<file path="config.mk">
export PLATFORM = sky130hd
export DESIGN_NAME = windowed_byte_rate_limiter
export DESIGN_NICKNAME = d
export VERILOG_FILES = /design/src/rtl/wbrl_pkg.sv /design/src/rtl/wbrl_cfg.sv /design/src/rtl/wbrl_window.sv /design/src/rtl/wbrl_core.sv /design/src/rtl/windowed_byte_rate_limiter.sv
export VERILOG_INCLUDE_DIRS = /design/src /design/src/rtl
export SDC_FILE = /design/constraint.sdc
export NUM_CORES = 2
export LEC_CHECK = 0
export BUFFER_PORTS_ARGS = -buffer_cell sky130_fd_sc_hd__buf_2
export CORE_MARGIN = 2
export CORE_UTILIZATION = 60
export CTS_CLUSTER_DIAMETER = 50
export DETAILED_ROUTE_END_ITERATION = 12
export HOLD_SLACK_MARGIN = 0.06
export PLACE_DENSITY = 0.77
export SETUP_SLACK_MARGIN = 0.3
export SLEW_MARGIN = 15
export SYNTH_ARGS = -nofsm -noshare
export SYNTH_HDL_FRONTEND = slang
export SYNTH_HIERARCHICAL = 1
export SYNTH_SLANG_ARGS = --single-unit
</file>
<file path="constraint.sdc">
create_clock -name clock -period 13.7 [get_ports clock]
set_input_delay 2.74 -clock clock [delete_from_list [all_inputs] [get_ports clock]]
set_output_delay 2.74 -clock clock [all_outputs]
set_load 0.02 [all_outputs]
</file>
<file path="src/rtl/assert_macros.svh">
// ----------------------------------------------------------------------------
// Assertion macros
// Shared concurrent assertion forms for the rate limiter RTL.
// ----------------------------------------------------------------------------
`ifndef ASSERT_MACROS_SVH
`define ASSERT_MACROS_SVH

// Invariant checked at every clock edge outside reset.
`define WBRL_ASSERT(label, clk, rst, prop, msg) \
   label: assert property (@(posedge clk) disable iff (rst) (prop)) else $error(msg);

// Same-cycle implication.
`define WBRL_ASSERT_IMPL(label, clk, rst, ante, cons, msg) \
   label: assert property (@(posedge clk) disable iff (rst) (ante) |-> (cons)) \
      else $error(msg);

// Next-cycle implication.
`define WBRL_ASSERT_NEXT(label, clk, rst, ante, cons, msg) \
   label: assert property (@(posedge clk) disable iff (rst) (ante) |=> (cons)) \
      else $error(msg);

`endif

</file>
<file path="src/rtl/wbrl_pkg.sv">
// ----------------------------------------------------------------------------
// wbrl_pkg
// Types and fixed constants shared by the windowed byte rate limiter.
// ----------------------------------------------------------------------------
package wbrl_pkg;

   localparam int COUNT_W     = 31;
   localparam int GRANT_W     = 32;
   localparam int AVAIL_W     = 34;   // bit 33 marks "budget is plenty"
   localparam int QUOT_W      = 22;   // rate / 1000 for a 31-bit rate
   localparam int FRAC_W      = 10;   // rate % 1000, and the sub-byte carry
   localparam int MS_PER_SEC  = 1000;
   localparam int RECIP_SHIFT = 41;

   // ceil(2^41 / 1000): exact quotient by 1000 for any 31-bit rate
   localparam logic [31:0] RECIP_K = 32'd2199023256;

   localparam logic [COUNT_W-1:0] COUNT_MAX = '1;

   typedef enum logic [1:0] {
      FUNC_TICK      = 2'd0,
      FUNC_REQUEST   = 2'd1,
      FUNC_GIVE_BACK = 2'd2
   } func_type;

   typedef struct packed {
      logic              zero;
      logic [QUOT_W-1:0] quot;
      logic [FRAC_W-1:0] frac;
   } rate_cfg_type;

   typedef struct packed {
      logic               advance;
      logic               restart;
      logic               take;
      logic               give_back;
      logic [COUNT_W-1:0] amount;
   } window_ctl_type;

   typedef struct packed {
      logic               stale;
      logic [COUNT_W-1:0] budget;
   } window_sts_type;

endpackage

</file>
<file path="src/rtl/wbrl_cfg.sv">
// ----------------------------------------------------------------------------
// wbrl_cfg
// Rate register, split into bytes per millisecond and a remainder in
// thousandths of a byte per millisecond.
// ----------------------------------------------------------------------------
module wbrl_cfg (
   input  logic                                clock,
   input  logic                                reset,
   input  logic                                csr_we,
   input  logic [wbrl_pkg::COUNT_W-1:0]        csr_wdata,
   output wbrl_pkg::rate_cfg_type              rate_cfg
);

   localparam int PROD_W = wbrl_pkg::COUNT_W + 32;

   logic [PROD_W-1:0]                recip_prod;
   logic [wbrl_pkg::COUNT_W-1:0]     whole;
   logic [wbrl_pkg::COUNT_W-1:0]     rate_ff, rate_in;
   logic [wbrl_pkg::QUOT_W-1:0]      quot_ff, quot_in;
   logic [wbrl_pkg::FRAC_W-1:0]      frac_ff, frac_in;
   logic                             zero_ff, zero_in;

   // quotient by 1000 through the reciprocal, straight off the write port
   assign recip_prod = {32'd0, csr_wdata} * {{wbrl_pkg::COUNT_W{1'b0}}, wbrl_pkg::RECIP_K};

   // remainder from the registered rate and quotient, registered in turn
   assign whole   = wbrl_pkg::COUNT_W'(quot_ff) * wbrl_pkg::COUNT_W'(wbrl_pkg::MS_PER_SEC);
   assign frac_in = wbrl_pkg::FRAC_W'(rate_ff - whole);

   assign rate_in = csr_we ? csr_wdata : rate_ff;
   assign quot_in = csr_we ? recip_prod[wbrl_pkg::RECIP_SHIFT +: wbrl_pkg::QUOT_W] : quot_ff;
   assign zero_in = csr_we ? (csr_wdata == '0) : zero_ff;

   always_ff @(posedge clock) begin
      if (reset) begin
         rate_ff <= '0;
         quot_ff <= '0;
         frac_ff <= '0;
         zero_ff <= 1'b1;
      end else begin
         rate_ff <= rate_in;
         quot_ff <= quot_in;
         frac_ff <= frac_in;
         zero_ff <= zero_in;
      end
   end

   assign rate_cfg.zero = zero_ff;
   assign rate_cfg.quot = quot_ff;
   assign rate_cfg.frac = frac_ff;

endmodule

</file>
<file path="src/rtl/wbrl_window.sv">
// ----------------------------------------------------------------------------
// wbrl_window
// Window counters: elapsed milliseconds, bytes earned, bytes granted and
// idle time. Bytes earned are accumulated per tick instead of multiplied.
// ----------------------------------------------------------------------------
`include "assert_macros.svh"

module wbrl_window #(
   parameter int IDLE_RESET_MS = 100,
   parameter int ELAPSED_BITS  = 41
) (
   input  logic                        clock,
   input  logic                        reset,
   input  logic                        csr_we,
   input  wbrl_pkg::rate_cfg_type      rate_cfg,
   input  logic                        tick_view,
   input  wbrl_pkg::window_ctl_type    win_ctl,
   output wbrl_pkg::window_sts_type    win_sts
);

   localparam int IDLE_W = $clog2(IDLE_RESET_MS + 2);
   localparam logic [IDLE_W-1:0] IDLE_SAT   = IDLE_W'(IDLE_RESET_MS + 1);
   localparam logic [IDLE_W-1:0] IDLE_LIMIT = IDLE_W'(IDLE_RESET_MS);
   localparam int AW = wbrl_pkg::AVAIL_W;
   localparam int GW = wbrl_pkg::GRANT_W;
   localparam int FW = wbrl_pkg::FRAC_W;

   logic [ELAPSED_BITS-1:0] elapsed_ff, elapsed_in;
   logic [AW-1:0]           avail_ff, avail_in;
   logic [FW-1:0]           frac_ff, frac_in;
   logic [IDLE_W-1:0]       idle_ff, idle_in;
   logic [GW-1:0]           granted_ff, granted_in;

   logic                    elapsed_max;
   logic [FW:0]             frac_sum;
   logic                    carry;
   logic [FW-1:0]           frac_adv;
   logic [AW-1:0]           avail_step, avail_adv, avail_view;
   logic [AW:0]             diff;
   logic [GW:0]             grant_sum;
   logic [GW-1:0]           give_amt;

   assign elapsed_max = &elapsed_ff;

   // one millisecond earns quot bytes plus frac thousandths
   assign frac_sum   = {1'b0, frac_ff} + {1'b0, rate_cfg.frac};
   assign carry      = frac_sum >= (FW + 1)'(wbrl_pkg::MS_PER_SEC);
   assign frac_adv   = carry ? FW'(frac_sum - (FW + 1)'(wbrl_pkg::MS_PER_SEC)) : FW'(frac_sum);
   assign avail_step = avail_ff + AW'(rate_cfg.quot) + AW'(carry);
   // freeze once elapsed saturates or the top bit says the budget is plenty
   assign avail_adv  = (elapsed_max || avail_ff[AW-1]) ? avail_ff : avail_step;
   assign avail_view = tick_view ? avail_adv : avail_ff;

   assign diff = {1'b0, avail_view} - {{(AW + 1 - GW){1'b0}}, granted_ff};

   always_comb begin
      if (avail_view[AW-1]) begin
         win_sts.budget = wbrl_pkg::COUNT_MAX;
      end else if (diff[AW] || diff == '0) begin
         win_sts.budget = '0;
      end else if (diff > (AW + 1)'(wbrl_pkg::COUNT_MAX)) begin
         win_sts.budget = wbrl_pkg::COUNT_MAX;
      end else begin
         win_sts.budget = diff[wbrl_pkg::COUNT_W-1:0];
      end
   end

   assign win_sts.stale = (granted_ff > {1'b0, wbrl_pkg::COUNT_MAX}) || (idle_ff > IDLE_LIMIT);

   assign grant_sum = {1'b0, granted_ff} + (GW + 1)'(win_ctl.amount);
   assign give_amt  = GW'(win_ctl.amount);

   always_comb begin
      elapsed_in = elapsed_ff;
      avail_in   = avail_ff;
      frac_in    = frac_ff;
      idle_in    = idle_ff;
      granted_in = granted_ff;
      if (csr_we || win_ctl.restart) begin
         elapsed_in = '0;
         avail_in   = '0;
         frac_in    = '0;
         granted_in = '0;
         idle_in    = IDLE_SAT;
      end else begin
         if (win_ctl.advance) begin
            if (!elapsed_max) begin
               elapsed_in = elapsed_ff + ELAPSED_BITS'(1);
               frac_in    = frac_adv;
            end
            avail_in = avail_adv;
            if (idle_ff != IDLE_SAT) begin
               idle_in = idle_ff + IDLE_W'(1);
            end
         end
         if (win_ctl.take) begin
            idle_in    = '0;
            granted_in = grant_sum[GW] ? '1 : grant_sum[GW-1:0];
         end else if (win_ctl.give_back) begin
            granted_in = (granted_ff > give_amt) ? (granted_ff - give_amt) : '0;
         end
      end
   end

   always_ff @(posedge clock) begin
      if (reset) begin
         elapsed_ff <= '0;
         avail_ff   <= '0;
         frac_ff    <= '0;
         idle_ff    <= IDLE_SAT;
         granted_ff <= '0;
      end else begin
         elapsed_ff <= elapsed_in;
         avail_ff   <= avail_in;
         frac_ff    <= frac_in;
         idle_ff    <= idle_in;
         granted_ff <= granted_in;
      end
   end

   `WBRL_ASSERT(a_frac_range, clock, reset, frac_ff < FW'(wbrl_pkg::MS_PER_SEC), "byte fraction out of range")
   `WBRL_ASSERT(a_idle_range, clock, reset, idle_ff <= IDLE_SAT, "idle counter past saturation")
   `WBRL_ASSERT_NEXT(a_csr_restart, clock, reset, csr_we, granted_ff == '0 && avail_ff == '0, "rate write did not restart window")

endmodule

</file>
<file path="src/rtl/wbrl_core.sv">
// ----------------------------------------------------------------------------
// wbrl_core
// Input register, grant decision, pending request and result register.
// ----------------------------------------------------------------------------
`include "assert_macros.svh"

module wbrl_core (
   input  logic                            clock,
   input  logic                            reset,
   input  logic                            csr_we,
   input  logic                            req_valid,
   output logic                            req_ready,
   input  logic [1:0]                      req_func,
   input  logic [wbrl_pkg::COUNT_W-1:0]    req_count,
   output logic                            rsp_valid,
   input  logic                            rsp_ready,
   output logic [wbrl_pkg::COUNT_W-1:0]    rsp_granted_bytes,
   output logic                            rsp_refused,
   input  wbrl_pkg::rate_cfg_type          rate_cfg,
   input  wbrl_pkg::window_sts_type        win_sts,
   output logic                            tick_view,
   output wbrl_pkg::window_ctl_type        win_ctl
);

   localparam int CW = wbrl_pkg::COUNT_W;

   logic          in_vld_ff, in_vld_in;
   logic [1:0]    in_func_ff, in_func_in;
   logic [CW-1:0] in_count_ff, in_count_in;
   logic          pend_ff, pend_in;
   logic [CW-1:0] pend_count_ff, pend_count_in;
   logic          rsp_vld_ff, rsp_vld_in;
   logic [CW-1:0] rsp_granted_ff, rsp_granted_in;
   logic          rsp_refused_ff, rsp_refused_in;

   logic          is_tick, is_give;
   logic [CW-1:0] want, share;
   logic          has_result, res_refused, take_c, restart_c, pend_set, pend_clr;
   logic [CW-1:0] res_granted;
   logic          fire, load_rsp;

   assign is_tick   = in_func_ff == wbrl_pkg::FUNC_TICK;
   assign is_give   = in_func_ff == wbrl_pkg::FUNC_GIVE_BACK;
   assign tick_view = is_tick;

   assign want  = is_tick ? pend_count_ff : in_count_ff;
   assign share = (want < win_sts.budget) ? want : win_sts.budget;

   always_comb begin
      has_result  = 1'b0;
      res_granted = '0;
      res_refused = 1'b0;
      take_c      = 1'b0;
      restart_c   = 1'b0;
      pend_set    = 1'b0;
      pend_clr    = 1'b0;
      case (in_func_ff)
         wbrl_pkg::FUNC_TICK: begin
            if (pend_ff) begin
               if (rate_cfg.zero) begin
                  has_result  = 1'b1;
                  res_granted = pend_count_ff;
                  pend_clr    = 1'b1;
               end else if (win_sts.budget != '0) begin
                  has_result  = 1'b1;
                  res_granted = share;
                  take_c      = 1'b1;
                  pend_clr    = 1'b1;
               end
            end
         end
         wbrl_pkg::FUNC_REQUEST: begin
            if (rate_cfg.zero) begin
               has_result  = 1'b1;
               res_granted = in_count_ff;
            end else if (pend_ff) begin
               has_result  = 1'b1;
               res_refused = 1'b1;
            end else if (win_sts.stale) begin
               // a fresh window has earned nothing yet: park the request
               restart_c = 1'b1;
               pend_set  = 1'b1;
            end else if (win_sts.budget != '0) begin
               has_result  = 1'b1;
               res_granted = share;
               take_c      = 1'b1;
            end else begin
               pend_set = 1'b1;
            end
         end
         default: begin
         end
      endcase
   end

   // an item with no result never waits on the output side
   assign fire     = in_vld_ff && (!has_result || !rsp_vld_ff || rsp_ready);
   assign load_rsp = fire && has_result;

   assign win_ctl.advance   = fire && is_tick;
   assign win_ctl.restart   = fire && restart_c;
   assign win_ctl.take      = fire && take_c;
   assign win_ctl.give_back = fire && is_give;
   assign win_ctl.amount    = is_give ? in_count_ff : share;

   assign req_ready = !csr_we && (!in_vld_ff || fire);

   assign in_vld_in   = (req_valid && req_ready) || (in_vld_ff && !fire);
   assign in_func_in  = (req_valid && req_ready) ? req_func : in_func_ff;
   assign in_count_in = (req_valid && req_ready) ? req_count : in_count_ff;

   assign pend_in       = (fire && pend_set) ? 1'b1 : ((fire && pend_clr) ? 1'b0 : pend_ff);
   assign pend_count_in = (fire && pend_set) ? in_count_ff : pend_count_ff;

   assign rsp_vld_in     = load_rsp || (rsp_vld_ff && !rsp_ready);
   assign rsp_granted_in = load_rsp ? res_granted : rsp_granted_ff;
   assign rsp_refused_in = load_rsp ? res_refused : rsp_refused_ff;

   always_ff @(posedge clock) begin
      if (reset) begin
         in_vld_ff  <= 1'b0;
         pend_ff    <= 1'b0;
         rsp_vld_ff <= 1'b0;
      end else begin
         in_vld_ff  <= in_vld_in;
         pend_ff    <= pend_in;
         rsp_vld_ff <= rsp_vld_in;
      end
   end

   always_ff @(posedge clock) begin
      in_func_ff     <= in_func_in;
      in_count_ff    <= in_count_in;
      pend_count_ff  <= pend_count_in;
      rsp_granted_ff <= rsp_granted_in;
      rsp_refused_ff <= rsp_refused_in;
   end

   assign rsp_valid         = rsp_vld_ff;
   assign rsp_granted_bytes = rsp_granted_ff;
   assign rsp_refused       = rsp_refused_ff;

   `WBRL_ASSERT_NEXT(a_in_hold, clock, reset, in_vld_ff && !fire, in_vld_ff && $stable(in_count_ff), "stalled item lost")
   `WBRL_ASSERT_NEXT(a_pend_hold, clock, reset, pend_ff && !(fire && is_tick), pend_ff, "pending request dropped without a tick")
   `WBRL_ASSERT_IMPL(a_refused_zero, clock, reset, rsp_vld_ff && rsp_refused_ff, rsp_granted_ff == '0, "refused item carries a grant")

endmodule

</file>
<file path="src/rtl/windowed_byte_rate_limiter.sv">
// ----------------------------------------------------------------------------
// windowed_byte_rate_limiter
// Grants bytes against a rate in bytes per second over a millisecond window.
// req_* carries ticks (one per millisecond), byte requests and give-backs;
// rsp_* returns one item per answered request: the bytes granted, or a refusal
// when another request is already parked. Ticks and give-backs return nothing,
// except a tick that releases a parked request.
// csr_we/csr_wdata write the rate; a write restarts the window and a zero rate
// passes every request through in full.
// An accepted item waits in the input register; its result goes to the result
// register, which drives rsp_valid. Throughput: one item per cycle unless
// a csr write or a held result stalls it, set by the single decision stage
// (earned budget add, subtract against granted, min against the count).
// req_ready drops during a csr write; the rate quotient settles at that edge
// and the remainder at the following one, in time for the next item.
// Reset: rate zero, window empty, idle time saturated, nothing parked.
// When rsp_ready is low, the result register holds its item; items that
// produce no result keep flowing, and a result-producing item waits in the
// input register, stalling req_ready.
// ----------------------------------------------------------------------------
module windowed_byte_rate_limiter #(
   parameter int IDLE_RESET_MS = 100,
   parameter int ELAPSED_BITS  = 41
) (
   input  logic                            clock,
   input  logic                            reset,
   input  logic                            req_valid,
   output logic                            req_ready,
   input  logic [1:0]                      req_func,
   input  logic [wbrl_pkg::COUNT_W-1:0]    req_count,
   output logic                            rsp_valid,
   input  logic                            rsp_ready,
   output logic [wbrl_pkg::COUNT_W-1:0]    rsp_granted_bytes,
   output logic                            rsp_refused,
   input  logic                            csr_we,
   input  logic [wbrl_pkg::COUNT_W-1:0]    csr_wdata
);

   wbrl_pkg::rate_cfg_type    rate_cfg;
   wbrl_pkg::window_sts_type  win_sts;
   wbrl_pkg::window_ctl_type  win_ctl;
   logic                      tick_view;

   wbrl_cfg u_cfg (
      .clock     (clock),
      .reset     (reset),
      .csr_we    (csr_we),
      .csr_wdata (csr_wdata),
      .rate_cfg  (rate_cfg)
   );

   wbrl_window #(
      .IDLE_RESET_MS (IDLE_RESET_MS),
      .ELAPSED_BITS  (ELAPSED_BITS)
   ) u_window (
      .clock     (clock),
      .reset     (reset),
      .csr_we    (csr_we),
      .rate_cfg  (rate_cfg),
      .tick_view (tick_view),
      .win_ctl   (win_ctl),
      .win_sts   (win_sts)
   );

   wbrl_core u_core (
      .clock             (clock),
      .reset             (reset),
      .csr_we            (csr_we),
      .req_valid         (req_valid),
      .req_ready         (req_ready),
      .req_func          (req_func),
      .req_count         (req_count),
      .rsp_valid         (rsp_valid),
      .rsp_ready         (rsp_ready),
      .rsp_granted_bytes (rsp_granted_bytes),
      .rsp_refused       (rsp_refused),
      .rate_cfg          (rate_cfg),
      .win_sts           (win_sts),
      .tick_view         (tick_view),
      .win_ctl           (win_ctl)
   );

endmodule
</file>
==> out/results.tsv <==
metric	value	unit
status	complete, no violations	
final_nets	5119	
fin_crit_sh	95.1	%
critPathCaptureType	flip-flop	
root_buffer	clkbuf_16	
syn_inst	4104	
initial_core_util	60.5	%
yosysWarnings	6	
start_kind	flip-flop	
grt_usage	33.5	%
viasPerCell	6.01	
synth_area_leaders	ha_1, fa_1, dfxtp_1	
dp_slack	0.166	ns
grt_max_degree	59	
rows	89	
worstPathMaxFanout	53	
fillers	4871	
drc	0	
synth_top_area_share	20.1	%
hold_class	reg -> reg	
fin_ws	0.673	ns
hold_ws	0.468	ns
finalSetupViolCount	0	
cts_tree	built	
yosys_register_bits	266	
grt_overflow	0	
crit_path_top_delay_cell	a2111o_1	
hold_viol	0	
cpMostUsedCell	ha_1	
yosysSeqAreaShare	17.7	%
dpl.hpwl	81200	microns
drv_cap	0	
core_area	58800	sq um
antenna_found_initial	1	
synth_nets	5043	
r2r_start	u_window/frac_ff[1]	
fin_worst_skew	0.0219	ns
worstSetupStartpoint	u_window/frac_ff[1]	
rsz0062_at_grt	false	
fmax	76.8	MHz
setup_tns	0	ns
syn_area	35600	sq um
routabilityCongestion	1.03	
drtIter0Drc	2396	
synthFlopType	dfxtp_1	
yosys.area.top_type	ha_1	
ios	103	
final_layout_size_suffix_gt1_share	9.06	%
clock_path_buffers	3	
grt_pass1_vias	29188	
port_buffers	102	
path_class	reg -> reg	
min-delay-start	u_window/frac_ff[0]	
ys_async_sr_fraction	0	%
clkTransAtPathRegs	0.06	ns
maxSlewViolCount	0	
synth_edf_count	96	
grt_pass1_wl	160000	microns
final_core_util	65.6	%
yosysMostFrequentCell	inv_1	
crit_arrival	13.47	ns
cts_sinks	266	
avgSynthCellArea	8.67	sq um
ys_types	108	
cts_made_buffers	37	
cp.required	14.14	ns
areaGrowthSynthToFinish	8.39	%
dieWidth	248	microns
die_y	248	microns
worst_pin_slew	1.15	ns
htreeDepth	2	
vias	29942	
slowest_delay	0.49	ns
insertion_delay	0.55	ns
dieArea	61300	sq um
period_needed	13.03	ns
relSlewSlack	22.6	%
drtPass1Iterations	6	
ctsHoldBuffers	0	
drt-total-wl	103000	microns
synthTopCellsByCount	inv_1, ha_1, nand2_1, fa_1, nor2_1	
wl_per_cell	20.6	microns
ant_nets	0	
per-layer routing:
metal	global-route usage (%)	share of wire [%]	wire length [microns]	vias up
li1	-	-	-	14205
met1	42.3	41	42100	14351
met2	56.2	47	48500	1124
met3	4.28	6.0	6200	262
met4	17.5	5.7	5860	0
met5	0	0	0	-
path summary, 6_finish.rpt:
kind                             end  slack (ns)  depth (start not counted)
max reg2reg  u_window/granted_ff[30]        0.67                         53
min reg2reg      u_window/frac_ff[0]        0.47                          2
min              u_window/frac_ff[0]        0.47                          2
max          u_window/granted_ff[30]        0.67                         53
area by class of cell:
class	instances	area [sq um]	area share [%]
Antenna cell	1	2.50	0.00649
Clock buffer	43	1000	2.59
Clock inverter	20	288	0.746
Inverter	702	2640	6.84
Multi-Input combinational cell	2999	26300	68.1
Sequential cell	266	6290	16.3
Tap cell	773	967	2.51
Timing Repair Buffer	174	1110	2.88
worst max-delay path, delay by kind of cell, from the launching register on:
kind,cells,cell delay [ns]
adder cells (fa/ha/maj),6,2.25
buffers and inverters,5,0.85
AND/OR/NAND/NOR,11,2.10
flip-flops,1,0.38
XOR/XNOR,1,0.12
AO/OA/AOI/OAI,30,7.16
sequential cells by signal, indices dropped and copies added (netlist names):
| register | count |
|---|---|
| u_window/elapsed_ff | 41 |
| u_window/avail_ff | 34 |
| u_window/granted_ff | 32 |
| u_core/in_count_ff | 31 |
| u_core/pend_count_ff | 31 |
| u_core/rsp_granted_bytes | 31 |
| u_cfg/quot_ff | 22 |
| u_cfg/frac_ff | 10 |
| u_cfg/rate_ff | 10 |
| u_window/frac_ff | 10 |
| u_window/idle_ff | 7 |
| u_core/in_func_ff | 2 |
| u_cfg/zero_ff | 1 |
| u_core/in_vld_ff | 1 |
| u_core/pend_ff | 1 |
| u_core/rsp_refused | 1 |
| u_core/rsp_valid | 1 |
through the flow:
step	cells	area, sq um
2_1_floorplan	4104	35600
3_3_place_gp	4897	36900
3_5_place_dp	4897	36900
4_1_cts	4961	38200
5_1_grt	4978	38600
6_report	4978	38600
layout by cell type, fill, tap and decap left out, drive strengths merged, types with 50 or more instances in the layout:
cell type  count
buf          173
a21o          76
nor3          56
o21ai        290
nand2        301
edfxtp        96
o31ai         50
nor2         263
inv          707
dfxtp        170
nand3         85
a21oi        226
fa           297
ha           573
xnor2        110
xor2          68
cells by family (layout without fill, tap and decap cells):
kind of cell	count (synthesis)	count (layout)	share of synthesized area, %
compound gates	966	966	18.1
fa+ha+maj	870	870	36.9
xor+xnor	178	178	4.38
buf+inv	840	939	9.20
mux	38	38	1.13
other cells	0	1	0
simple gates	946	947	12.7
flops	266	266	17.7
what timing repair did:
action,in CTS,in global routing
buffers inserted,0,16
gates resized for setup,1,51
gates cloned,1,0
pin swaps,0,15
endpoints found under the setup margin,31,33
Power is not shown: default switching activity piles up to over one toggle a cycle in this logic, so the estimate is an artifact.
